**src/isl_pkg.sv**
```systemverilog
`timescale 1ns / 1ps
// ----------------------------------------------------------------------------
// isl_pkg: shared types and constants of the iSLIP crossbar scheduler
// Bitmap width, default port count and the result item layout.
// ----------------------------------------------------------------------------
package isl_pkg;

    // Width of the request, grant and match bitmaps on the ports
    localparam int MAP_W     = 16;
    // Default crossbar size (ports per side)
    localparam int PORTS_DEF = 4;

    typedef logic [MAP_W-1:0] map_t;

    // One result item: match and grant bitmaps
    typedef struct packed {
        map_t match_map;
        map_t grant_map;
    } result_t;

endpackage

```
**src/isl_if.sv**
```systemverilog
`timescale 1ns / 1ps
// ----------------------------------------------------------------------------
// isl_if: valid/ready channels of the iSLIP crossbar scheduler
// Request channel carries the VOQ occupancy bitmap, result channel the
// match and grant bitmaps.
// ----------------------------------------------------------------------------
interface isl_req_if;
    import isl_pkg::*;

    logic valid;
    logic ready;
    map_t voq_nonempty;

    modport source (output valid, output voq_nonempty, input ready);
    modport sink   (input valid, input voq_nonempty, output ready);
endinterface

interface isl_res_if;
    import isl_pkg::*;

    logic valid;
    logic ready;
    map_t match_map;
    map_t grant_map;

    modport source (output valid, output match_map, output grant_map, input ready);
    modport sink   (input valid, input match_map, input grant_map, output ready);
endinterface

```
**src/isl_rr_arb.sv**
```systemverilog
`timescale 1ns / 1ps
// ----------------------------------------------------------------------------
// isl_rr_arb: round-robin arbiter lane
// Picks the first set request at or after the pointer, wrapping round.
// Used for both the grant lanes (per output) and accept lanes (per input).
// ----------------------------------------------------------------------------
module isl_rr_arb #(
    parameter  int N = 4,
    localparam int W = (N > 1) ? $clog2(N) : 1
) (
    input  logic [N-1:0] req,
    input  logic [W-1:0] ptr,
    output logic [N-1:0] gnt,
    output logic [W-1:0] idx,
    output logic         any
);
    import isl_pkg::*;

    logic [N-1:0] upper;
    logic [N-1:0] search;

    // Requests at or above the pointer take priority
    always_comb
    begin
        for (int k = 0; k < N; k++)
        begin
            upper[k] = req[k] && (k >= int'(ptr));
        end
        search = (|upper) ? upper : req;
    end

    // Lowest set bit of the chosen vector
    always_comb
    begin
        idx = '0;
        for (int k = N - 1; k >= 0; k--)
        begin
            if (search[k])
            begin
                idx = W'(k);
            end
        end
        any = |req;
        gnt = '0;
        if (any)
        begin
            gnt[idx] = 1'b1;
        end
    end

endmodule

```
**src/isl_out_buf.sv**
```systemverilog
`timescale 1ns / 1ps
// ----------------------------------------------------------------------------
// isl_out_buf: output register with skid stage
// Holds a finished result while the receiver stalls and takes one more
// item in the skid register, so upstream ready never waits on downstream.
// ----------------------------------------------------------------------------
module isl_out_buf (
    input  logic              clk,
    input  logic              rst_n,
    input  logic              in_valid,
    output logic              in_ready,
    input  isl_pkg::result_t  in_data,
    output logic              out_valid,
    input  logic              out_ready,
    output isl_pkg::result_t  out_data
);
    import isl_pkg::*;

    logic    main_valid_reg;
    logic    main_valid_next;
    logic    skid_valid_reg;
    logic    skid_valid_next;
    result_t main_reg;
    result_t main_next;
    result_t skid_reg;
    result_t skid_next;
    logic    in_take;
    logic    out_take;

    assign in_ready  = !skid_valid_reg;
    assign out_valid = main_valid_reg;
    assign out_data  = main_reg;
    assign in_take   = in_valid && !skid_valid_reg;
    assign out_take  = main_valid_reg && out_ready;

    // Refill main from skid first, then from the input
    always_comb
    begin
        main_valid_next = main_valid_reg;
        skid_valid_next = skid_valid_reg;
        main_next       = main_reg;
        skid_next       = skid_reg;
        if (out_take || !main_valid_reg)
        begin
            main_valid_next = skid_valid_reg || in_take;
            main_next       = skid_valid_reg ? skid_reg : in_data;
            skid_valid_next = 1'b0;
        end
        else if (in_take)
        begin
            skid_valid_next = 1'b1;
            skid_next       = in_data;
        end
    end

    // Valid flags
    always_ff @(posedge clk or negedge rst_n)
    begin
        if (!rst_n)
        begin
            main_valid_reg <= 1'b0;
            skid_valid_reg <= 1'b0;
        end
        else
        begin
            main_valid_reg <= main_valid_next;
            skid_valid_reg <= skid_valid_next;
        end
    end

    // Payload, no reset
    always_ff @(posedge clk)
    begin
        main_reg <= main_next;
        skid_reg <= skid_next;
    end

    // Skid only ever fills behind an occupied main register
    a_skid_behind_main: assert property (@(posedge clk) disable iff (!rst_n)
        skid_valid_reg |-> main_valid_reg)
        else $error("skid holds an item while main register is empty");

    // A stalled result is never dropped
    a_hold_on_stall: assert property (@(posedge clk) disable iff (!rst_n)
        (main_valid_reg && !out_ready) |=> main_valid_reg)
        else $error("stalled result lost");

    // An item arriving behind a stalled result lands in the skid
    a_skid_fill: assert property (@(posedge clk) disable iff (!rst_n)
        (in_take && main_valid_reg && !out_ready) |=> skid_valid_reg)
        else $error("item accepted behind stalled result not kept");

endmodule

```
**src/islip_crossbar_scheduler.sv**
```systemverilog
`timescale 1ns / 1ps
// ----------------------------------------------------------------------------
// islip_crossbar_scheduler: single-iteration iSLIP matcher
// One matching decision per cell time for a PORTS x PORTS crossbar.
//
// Channels: requests carries voq_nonempty, bit i*PORTS+j set when input i
// holds cells for output j. results carries match_map and grant_map in the
// same bit layout. Both are valid/ready; an item moves when both are high.
// Bits beyond PORTS*PORTS are ignored on input and driven zero on output.
//
// Throughput: one item per cycle while the output buffer can take it. Grant
// arbiters, accept arbiters and the pointer update sit in the same cycle,
// since each decision feeds the pointers the next item starts from. Each
// result is registered in the output buffer before it appears on results.
// Stall: a two-entry output buffer (register plus skid) keeps requests.ready
// high while one result waits; it drops only once two results are queued.
// Reset: all grant and accept pointers return to zero, no result pending.
// ----------------------------------------------------------------------------
module islip_crossbar_scheduler #(
    parameter int PORTS = isl_pkg::PORTS_DEF
) (
    input  logic        clk,
    input  logic        rst_n,
    isl_req_if.sink     requests,
    isl_res_if.source   results
);
    import isl_pkg::*;

    localparam int PW = (PORTS > 1) ? $clog2(PORTS) : 1;

    // col_req[j][i]: input i requests output j
    logic [PORTS-1:0][PORTS-1:0] col_req;
    // col_gnt[j][i]: output j grants input i
    logic [PORTS-1:0][PORTS-1:0] col_gnt;
    // row_gnt[i][j]: same grants, seen per input
    logic [PORTS-1:0][PORTS-1:0] row_gnt;
    // row_acc[i][j]: input i accepts output j
    logic [PORTS-1:0][PORTS-1:0] row_acc;

    logic [PORTS-1:0][PW-1:0] gidx;
    logic [PORTS-1:0]         gany;
    logic [PORTS-1:0][PW-1:0] aidx;
    logic [PORTS-1:0]         aany;
    logic [PORTS-1:0]         col_accepted;

    logic [PORTS-1:0][PW-1:0] gptr_reg;
    logic [PORTS-1:0][PW-1:0] gptr_next;
    logic [PORTS-1:0][PW-1:0] aptr_reg;
    logic [PORTS-1:0][PW-1:0] aptr_next;

    map_t    req_flat;
    map_t    grant_flat;
    map_t    match_flat;
    result_t res_data;
    result_t out_data;
    logic    take;

    assign take = requests.valid && requests.ready;

    // Unpack the request bitmap
    for (genvar i = 0; i < PORTS; i++)
    begin : g_req_row
        for (genvar j = 0; j < PORTS; j++)
        begin : g_req_col
            if (i * PORTS + j < MAP_W)
            begin : g_in
                assign col_req[j][i] = requests.voq_nonempty[i * PORTS + j];
            end
            else
            begin : g_out
                assign col_req[j][i] = 1'b0;
            end
            assign row_gnt[i][j] = col_gnt[j][i];
        end
    end

    // Grant lanes, one per output
    for (genvar j = 0; j < PORTS; j++)
    begin : g_grant
        isl_rr_arb #(.N(PORTS)) u_grant (
            .req (col_req[j]),
            .ptr (gptr_reg[j]),
            .gnt (col_gnt[j]),
            .idx (gidx[j]),
            .any (gany[j])
        );
    end

    // Accept lanes, one per input
    for (genvar i = 0; i < PORTS; i++)
    begin : g_accept
        isl_rr_arb #(.N(PORTS)) u_accept (
            .req (row_gnt[i]),
            .ptr (aptr_reg[i]),
            .gnt (row_acc[i]),
            .idx (aidx[i]),
            .any (aany[i])
        );
    end

    // Merge: was each output's grant accepted by the input it chose
    always_comb
    begin
        for (int j = 0; j < PORTS; j++)
        begin
            col_accepted[j] = gany[j] && row_acc[gidx[j]][j];
        end
    end

    // Pointer update: one past the accepted output / accepting input
    always_comb
    begin
        for (int k = 0; k < PORTS; k++)
        begin
            gptr_next[k] = gptr_reg[k];
            aptr_next[k] = aptr_reg[k];
            if (col_accepted[k])
            begin
                gptr_next[k] = (gidx[k] == PW'(PORTS - 1)) ? '0 : gidx[k] + PW'(1);
            end
            if (aany[k])
            begin
                aptr_next[k] = (aidx[k] == PW'(PORTS - 1)) ? '0 : aidx[k] + PW'(1);
            end
        end
    end

    always_ff @(posedge clk or negedge rst_n)
    begin
        if (!rst_n)
        begin
            gptr_reg <= '0;
            aptr_reg <= '0;
        end
        else if (take)
        begin
            gptr_reg <= gptr_next;
            aptr_reg <= aptr_next;
        end
    end

    // Flatten into the port bit layout
    for (genvar k = 0; k < MAP_W; k++)
    begin : g_flat
        if (k < PORTS * PORTS)
        begin : g_used
            assign req_flat[k]   = col_req[k % PORTS][k / PORTS];
            assign grant_flat[k] = col_gnt[k % PORTS][k / PORTS];
            assign match_flat[k] = row_acc[k / PORTS][k % PORTS];
        end
        else
        begin : g_unused
            assign req_flat[k]   = 1'b0;
            assign grant_flat[k] = 1'b0;
            assign match_flat[k] = 1'b0;
        end
    end

    assign res_data.match_map = match_flat;
    assign res_data.grant_map = grant_flat;

    // Output register and skid
    isl_out_buf u_out_buf (
        .clk       (clk),
        .rst_n     (rst_n),
        .in_valid  (requests.valid),
        .in_ready  (requests.ready),
        .in_data   (res_data),
        .out_valid (results.valid),
        .out_ready (results.ready),
        .out_data  (out_data)
    );

    assign results.match_map = out_data.match_map;
    assign results.grant_map = out_data.grant_map;

    // Every match rests on a grant
    a_match_in_grant: assert property (@(posedge clk) disable iff (!rst_n)
        (match_flat & ~grant_flat) == '0)
        else $error("match without grant");

    // Every grant rests on a request
    a_grant_in_req: assert property (@(posedge clk) disable iff (!rst_n)
        (grant_flat & ~req_flat) == '0)
        else $error("grant without request");

    // Input 0, when it accepts, takes its new pointer on the next edge
    a_aptr_move: assert property (@(posedge clk) disable iff (!rst_n)
        (take && aany[0]) |=> (aptr_reg[0] == $past(aptr_next[0])))
        else $error("accept pointer of input 0 not updated");

endmodule
```
**src/flat_wrapper.sv**
```systemverilog
// flat-port wrapper written by rule: the top's interface ports become plain ports
module islip_crossbar_scheduler_flat import isl_pkg::*;
#(
    parameter int PORTS = isl_pkg::PORTS_DEF
)
  (clk, rst_n, requests_valid, requests_voq_nonempty, requests_ready, results_valid, results_match_map, results_grant_map, results_ready);
  isl_req_if requests_i ();
  isl_res_if results_i ();
  input  logic clk;
  input  logic rst_n;
  input wire logic [$bits(requests_i.valid)-1:0] requests_valid;
  input wire logic [$bits(requests_i.voq_nonempty)-1:0] requests_voq_nonempty;
  output wire logic [$bits(requests_i.ready)-1:0] requests_ready;
  output wire logic [$bits(results_i.valid)-1:0] results_valid;
  output wire logic [$bits(results_i.match_map)-1:0] results_match_map;
  output wire logic [$bits(results_i.grant_map)-1:0] results_grant_map;
  input wire logic [$bits(results_i.ready)-1:0] results_ready;
  assign requests_i.valid = requests_valid;
  assign requests_i.voq_nonempty = requests_voq_nonempty;
  assign requests_ready = requests_i.ready;
  assign results_valid = results_i.valid;
  assign results_match_map = results_i.match_map;
  assign results_grant_map = results_i.grant_map;
  assign results_i.ready = results_ready;
  islip_crossbar_scheduler #(.PORTS(PORTS)) u_core (.clk(clk), .rst_n(rst_n), .requests(requests_i), .results(results_i));
endmodule
```
**config.mk**
```make
export PLATFORM = sky130hd
export DESIGN_NAME = islip_crossbar_scheduler_flat
export DESIGN_NICKNAME = d
export VERILOG_FILES = /design/src/isl_pkg.sv /design/src/isl_if.sv /design/src/isl_rr_arb.sv /design/src/isl_out_buf.sv /design/src/islip_crossbar_scheduler.sv /design/src/flat_wrapper.sv
export SDC_FILE = /design/constraint.sdc
export NUM_CORES = 1
export LEC_CHECK = 0
export BUFFER_PORTS_ARGS = -buffer_cell sky130_fd_sc_hd__buf_2
export CORE_MARGIN = 10
export CORE_UTILIZATION = 64
export CTS_CLUSTER_DIAMETER = 50
export DETAILED_ROUTE_END_ITERATION = 10
export PLACE_DENSITY_LB_ADDON = 0.3
export SLEW_MARGIN = 10
export SYNTH_ARGS = -nofsm -noshare
export SYNTH_HDL_FRONTEND = slang
export SYNTH_HIERARCHICAL = 1
export SYNTH_SLANG_ARGS = --single-unit
```
**constraint.sdc**
```tcl
create_clock -name clk -period 10.67 [get_ports clk]
set_clock_uncertainty 0.1 [all_clocks]
set_input_delay 2.134 -clock clk [delete_from_list [all_inputs] [get_ports clk]]
set_output_delay 2.134 -clock clk [all_outputs]
set_load 0.05 [all_outputs]
```
### Word level (Yosys, flattened, before mapping)

Index checks and enable logic that the tools add are counted.

| storage, ports and cells | value |
|---|---|
| input port bits | 20 |
| word-level logic and storage cells | 222 |
| output and inout port bits | 34 |
| register bits | 82 |

| operators by class | value |
|---|---|
| muxes and demuxes | 83 |
| add/sub/neg operators | 8 |
| reductions and logical operators | 68 |
| bitwise operators | 1 |
| magnitude comparators | 40 |
| equal/unequal tests | 8 |

Operators by type and width:

| operator | number |
|---|---|
| $mux 2 | 41 |
| $reduce_or 4->1 | 16 |
| $logic_and 1x1->1 | 38 |
| $mux 4 | 9 |
| $bmux 4 s2 | 4 |
| $ge 1x2->1 const A | 16 |
| $mux 32 | 1 |
| $mux 3 | 9 |
| $lt 2x3->1 const B | 8 |
| $reduce_and 2->1 | 9 |
| $add 2x1->2 const B | 8 |
| $demux 1 s2 | 8 |
| $eq 2x2->1 const B | 8 |
| $ge 2x1->1 const B | 8 |
| $ge 2x2->1 const A | 8 |
| $mux 1 | 11 |
| $logic_not 1->1 | 2 |
| $logic_or 1x1->1 | 2 |
| $reduce_bool 2->1 | 1 |
| $not 1->1 | 1 |

### Logic depth before layout (Yosys ltp)

Gate-level depths: netlist (run 1).

| logic depth | value |
|---|---|
| depth in word-level cells | 27 |
| mapped depth | 12 |
| depth with buffers taken out | 10 |

### Modules after synthesis

Netlist (run 1), hierarchy kept.

Modules (own cells, without submodules):

| module | seq. area each (sq um) | times used | area each (sq um) | cells each |
|---|---|---|---|---|
| isl_out_buf | 1971.9 | 1 | 2528.7 | 108 |
| isl_rr_arb (u_core.g_accept[0].u_accept ...) | 0.0 | 7 | 173.9 | 28 |
| islip_crossbar_scheduler | 400.4 | 1 | 978.4 | 86 |
| isl_rr_arb (u_core.g_grant[3].u_grant) | 0.0 | 1 | 182.7 | 28 |

### Worst setup path before layout (run 1)

OpenSTA, ideal clock, no wires.

| timing path | value |
|---|---|
| kind | input -> register |
| start point | input results_ready |
| end point | register u_core/u_out_buf/skid_reg[0] (netlist name) (enable) |
| library setup time | 0.468 ns |
| buffers on the path | 0 |
| cell stages on the path | 2 |
| arrival | 5.442 ns |
| data required time | 10.102 ns |
| setup slack | 4.660 ns |
| cells stage by stage | nand2b_1 > nor3b_1 |

| on the way | value |
|---|---|
| cells in the longest elaborated chain, start to end | 4 |

RTL lines:

| element | RTL line | text |
|---|---|---|
| from (decl) | flat_wrapper.sv:17 | `input wire logic [$bits(results_i.ready)-1:0] results_ready;` |
| $logic_and 1x1->1 | isl_out_buf.sv:34 | `assign out_take = main_valid_reg && out_ready;` |
| $logic_or 1x1->1 | isl_out_buf.sv:43 | `if (out_take \|\| !main_valid_reg)` |
| $not 1->1 (no source line) | -- |  |
| $reduce_and 2->1 (no source line) | -- |  |
| to (signal assigned) | isl_out_buf.sv:75 | `skid_reg <= skid_next;` |
| to (decl) | isl_out_buf.sv:25 | `result_t skid_reg;` |

Every way passes these cells.
A chain may end at the register's enable or synchronous reset.

### Worst setup path in the final report (run 1)

| timing path | value |
|---|---|
| start point | register u_core.u_out_buf.skid_valid_reg |
| end point | output requests_ready |

| on the way | value |
|---|---|
| cells in the longest elaborated chain, start to end | 1 |

RTL lines:

| element | RTL line | text |
|---|---|---|
| from (decl) | isl_out_buf.sv:21 | `logic skid_valid_reg;` |
| from (signal assigned) | isl_out_buf.sv:67 | `skid_valid_reg <= skid_valid_next;` |
| $logic_not 1->1 | isl_out_buf.sv:30 | `assign in_ready = !skid_valid_reg;` |
| to (decl) | flat_wrapper.sv:13 | `output wire logic [$bits(requests_i.ready)-1:0] requests_ready;` |

Every way passes these cells.

==> impl_metrics.toml, run 1 <==
[status]
outcome = "finished, final reports clean"

[drt]
drc = 0
wl_per_cell_um = 18.3
dr_total_vias = 3530
met1_length_mm = 4.48
firstDrtPassIters = 5
vias_per_cell = 6.14
finalWirelength_mm = 10.5
highest-signal-layer = "met4"
drtIter0Drc = 298
wl_met3_um = 727
routed-wl-met2_mm = 5.16
ant_nets = 0

[global_routing]
track_usage_pct = 19.0
antenna_found_initial = 0
grt_start_max_net_pins = 36
grt_pass1_wl_mm = 17.5
grt_pass1_vias = 3474
grt_overflow = 0

[sta]
rsz0062_at_grt = "no"
holdWs_ps = 448
final-setup-viol-count = 0
max_slew.worst_pin.slew_ps = 621
max_freq_mhz = 237
relSlewSlack_pct = 58.6
period_share_pct = 39.5
slew_violations = 0
setup_tns_ps = 0
final_hold_viol_count = 0
fin_crit_ps = 4220

[finish]
layout.nets = 499
drive_above_1_share_pct = 34.5
multi_input_area_um2 = 2330
finalInstanceArea_um2 = 5400
fillers = 522
layout.area.seq_um2 = 2370
antenna_cells = 0
final_core_util_pct = 73.2
syn_to_final_growth_pct = 9.97

[synth]
synth_compound_area_share_pct = 22.1
yosys_warnings = 6
synth-xor-area-share_pct = 0
ys_types = 32
yosys-top-cells-area = "edfxtp_1 39%, mux2_4 9.5%, dfrtp_1 9.2%"
synthFlopType = "edfxtp_1"
post_synth.cell_area_avg_um2 = 11.7
synth_fa_ha_area_share_pct = 2.04
ys_ff_latch = 82
yosys.area_share.simple_pct = 10.0
synth_top_area_share_pct = 39.2
synth_edf_count = 64
synth_top_family_by_area = "compound AO/OA/AOI/OAI gates"
syn-num-nets = 446
synthArstFlopShare_pct = 22.0
synth_largest_area_cell = "edfxtp_1"
synth.top_cells.by_count = "64 x edfxtp_1, 37 x nand2_1, 36 x a21oi_1"
synthMuxAreaShare_pct = 13.3
synth_most_common_cell = "edfxtp_1"
syn_inst = 418
synth_area_um2 = 4910
yosysSeqAreaShare_pct = 48.3

[clock_tree]
clockBufferDepth = 2
post_cts_resize_count = 0
numCtsBuffers = 9
clk_latency_ps = 370
cts_num_sinks = 82
cts_tree = "yes"
clock-root-buffer = "clkbuf_8"
path_clk_slew_ps = 90
cts_setup_buffers = 0
cts_hold_buf = 0
htreeDepth = 3

[worst_setup_path]
crit_slowest_cell = "buf_4"
crit_path_end_kind = "output pin"
crit_type = "reg -> out"
critPathMaxStageDelay_ps = 510
start_kind = "flop"
crit_required_ps = 8440
cp_cell_sequence = "buf_4 -> inv_1 -> buf_2"
crit_arrival_ps = 1980
cp_max_fo = 35

[pwr]
leakage_nw = 2.37
powerDensity_nw_per_um2 = 263
vdd_drop_max_mv = 0.117

[placement]
io_buffers = 53
globalplace.congestion = 0.874
hpwl_mm = 7.43
placed_area_um2 = 5200

[die]
rows = 31
die_h_um = 108
initial_core_util_pct = 66.6
ioPinCount = 54
die_area_um2 = 11600
core_region_area_um2 = 7370
chipWidth_um = 108

[flow_run]
cap_violations = 0

[min_path]
hold_class = "reg -> reg"
[final timing paths]
kind                                                        startpoint                                           to  slack (ps)  cells past startpoint
setup reg to reg                        u_core/gptr_reg[7]$_DFFE_PN0P_               u_core/gptr_reg[5]$_DFFE_PN0P_        7920                      9
min in group asynchronous                                        rst_n       u_core/u_out_buf/out_valid$_DFFE_PN0P_        1630                      1
setup / recovery           u_core/u_out_buf/skid_valid_reg$_DFFE_PN0P_                               requests_ready        6450                      3
hold / removal                  u_core/u_out_buf/skid_reg[3]$_DFFE_PP_       u_core/u_out_buf/out_data[3]$_DFFE_PP_         450                      1
hold reg to reg                 u_core/u_out_buf/skid_reg[3]$_DFFE_PP_       u_core/u_out_buf/out_data[3]$_DFFE_PP_         450                      1
max in group asynchronous                                        rst_n  u_core/u_out_buf/skid_valid_reg$_DFFE_PN0P_        8470                      1
[cell usage in the layout (no fill, tap or decap), types with 7 or more instances in the layout]
cell,n
edfxtp_1,64
a21oi_1,36
clkbuf_8,9
a221oi_1,7
nand2_1,37
a221oi_2,9
o211a_1,16
o21ai_0,8
mux2_4,31
or2_2,7
a211oi_1,8
nand2b_1,17
buf_2,53
ha_1,8
nor2_1,34
a21o_1,8
inv_1,20
o21a_1,16
o21ai_2,20
dfrtp_1,17
mux2_2,13
[metal layers]
layer  vias to the layer above  global-route usage (%)
met2                       129                    30.9
met5                         -                       0
li1                       1689                       -
met1                      1695                    24.0
met3                        17                    4.13
met4                         0                    7.92
[power breakdown]
part	leakage [nW]	switching (mW)	internal, mW	total (mW)
combinational	1.42	0.426	0.263	0.689
sequential	0.846	0.0659	0.436	0.502
clock	0.0966	0.119	0.110	0.229
total	2.37	0.611	0.810	1.42
[stage by stage]
| step | worst slack, ps | std cells | total power, mW |
|---|---|---|---|
| final | 6450 | 575 | 1.42 |
| after global routing | 6350 | 575 | 1.51 |
| after CTS | 6450 | 575 | 1.42 |
| after detailed placement | 6230 | 559 | 1.19 |
| after global placement | 6320 | 559 | 1.16 |
| after floorplan | 4660 | 418 | 1.05 |
[layout make-up]
class	count	share of cell area [%]
Sequential cell	82	44.0
Multi-Input combinational cell	301	43.2
Timing Repair Buffer	56	5.33
Clock buffer	9	2.30
Tap cell	99	2.30
Inverter	21	1.46
Clock inverter	7	1.41
[worst max-delay path: cells and delay by family (launching register included)]
family                 cells  cell delay [ps]
flip-flops                 1              350
buffers and inverters      3             1260
[cell families (layout without fill, tap and decap cells)]
group / after synthesis / after routing
AO/OA/AOI/OAI: 140 / 140
flip-flops: 82 / 82
adder cells (fa/ha/maj): 8 / 8
multiplexers: 48 / 48
AND/OR/NAND/NOR: 105 / 105
buffers and inverters: 35 / 93
Power figures use the tool's default switching activity.
==> run 2: changes to the inputs <==
- CORE_UTILIZATION: 64 -> 53
- clock period: 10.67 -> 3.5 ns (I/O delays scaled with it)
==> run 2 against run 1 <==
Effect of this change: count of clock-buffer cells in the layout grew 2; global-route usage shrank 3.6 points; cell count grew 2.1%; clock power grew to 2.9 times the previous value; critical path depth grew 6; via count shrank 1.6%; first-iteration DRC count shrank 16%; final area grew 0.21%; core utilization shrank 14 points; non-clock buffer count is the same; worst hold slack lost 250 ps.
==> impl_metrics.toml, run 2 (same netlist as run 1, synthesis figures left out) <==
[global_routing]
grt_pass1_wl_mm = 16.4
track_usage_pct = 15.4
grt_overflow = 0
antenna_found_initial = 0
grt_start_max_net_pins = 35
grt_pass1_vias = 3301

[finish]
instances_no_fill = 587
final_common_cell = "edfxtp_1"
drive_above_1_share_pct = 34.2
antenna_cells = 0
fillers = 764
layout.nets = 499
final_cell_mix = "64 x edfxtp_1, 53 x buf_2, 37 x nand2_1"
syn_to_final_growth_pct = 10.2

[worst_setup_path]
crit_type = "reg -> reg"
start_kind = "flop"
rr_startpoint = "u_core/gptr_reg[7]$_DFFE_PN0P_"
crit_path_end_kind = "flop"
cp_max_fo = 11
crit_arrival_ps = 2820
crit_required_ps = 3640
crit_path_start = "u_core/gptr_reg[7]$_DFFE_PN0P_"

[pwr]
leakage_nw = 2.36
vdd_drop_max_mv = 0.259
power_frac_clock_pct = 15.5
powerDensity_nw_per_um2 = 789
p_sw_share_pct = 42.3
power_mw = 4.27
internal_power_mw = 2.46
p_comb_share_pct = 48.7
p_seq_share_pct = 35.7
p_switching_mw = 1.81

[drt]
highest-signal-layer = "met4"
drc = 0
drtIter0Drc = 250
wl_per_cell_um = 17.4
finalWirelength_mm = 10.2
firstDrtPassIters = 4
met1_length_mm = 4.59
vias_per_cell = 5.91
routed-wl-met2_mm = 4.94
ant_nets = 0
dr_total_vias = 3472
wl_met3_um = 517

[die]
die_h_um = 116
rows = 35
initial_core_util_pct = 53.9
ioPinCount = 54
core_region_area_um2 = 9110
chipWidth_um = 116
die_area_um2 = 13500

[clock_tree]
numCtsBuffers = 9
cts_tree = "yes"
cts_num_sinks = 82
clockBufferDepth = 2
post_cts_resize_count = 0
clock-root-buffer = "clkbuf_8"
clk_latency_ps = 360
cts_hold_buf = 0
htreeDepth = 3
cts_setup_buffers = 0
path_clk_slew_ps = 80

[placement]
place_inst = 571
hpwl_mm = 7.35
io_buffers = 53
place_ws_ps = 517
globalplace.congestion = 0.855

[sta]
max_slew.worst_pin.slew_ps = 632
final_hold_viol_count = 0
rsz0062_at_grt = "no"
relSlewSlack_pct = 57.9
postLayoutSetupSlackWorst_ps = 819
slew_violations = 0
fin_crit_ps = 2680
period_share_pct = 76.6
setup_tns_ps = 0
final-setup-viol-count = 0
max_freq_mhz = 373

[min_path]
hold_class = "in -> async"

[status]
outcome = "finished, final reports clean"

[flow_run]
cap_violations = 0
run 2: worst paths after layout:
kind                                                               end  slack, ps  cells after the start
min                                     u_core/aptr_reg[7]$_DFFE_PN0P_        190                      1
min reg2reg                     u_core/u_out_buf/out_data[2]$_DFFE_PP_        450                      1
max in group asynchronous  u_core/u_out_buf/skid_valid_reg$_DFFE_PN0P_       2750                      1
max                                     u_core/gptr_reg[5]$_DFFE_PN0P_        820                      9
max reg2reg                             u_core/gptr_reg[5]$_DFFE_PN0P_        820                      9
min in group clk                u_core/u_out_buf/out_data[2]$_DFFE_PP_        450                      1
run 2: layer usage:
| metal | GRT usage (%) | up-vias |
|---|---|---|
| met4 | 6.42 | 0 |
| met3 | 3.54 | 13 |
| li1 | - | 1682 |
| met5 | 0 | - |
| met1 | 19.0 | 1687 |
| met2 | 25.5 | 90 |
run 2: through the flow:
step,cell area [µm²],hold WS (ps),util (%)
4_1_cts,5410,207,59.4
2_1_floorplan,4910,304,-
3_3_place_gp,5220,429,57.3
5_1_grt,5410,212,59.4
3_5_place_dp,5220,434,57.3
6_report,5410,194,59.4
run 2: critical path: stages (launching register included):
cell and delay [ps]:
dfrtp_1 490, or2_4 300, o21ai_2 80, o21a_1 400
a21o_1 170, a21oi_1 60, o21a_1 210, mux2_2 290
o21ai_2 150, mux2_4 310
run 2: power groups by stage:
stage          Combinational (mW)  Clock [mW]  Sequential, mW
3_3_place_gp                 2.01           0            1.53
2_1_floorplan                1.39           0            1.81
3_5_place_dp                 2.08           0            1.54
4_1_cts                      2.08       0.678            1.52
6_report                     2.08       0.663            1.53
5_1_grt                      2.26       0.717            1.56
run 2: cell type report:
cell class                      instances  area [µm²]  share of cell area, %
Sequential cell                        82        2370                   43.9
Multi-Input combinational cell        301        2340                   43.3
Timing Repair Buffer                   56         288                   5.32
Tap cell                              111         139                   2.57
Clock buffer                           11         131                   2.43
Inverter                               21        78.8                   1.46
Clock inverter                          5        56.3                   1.04
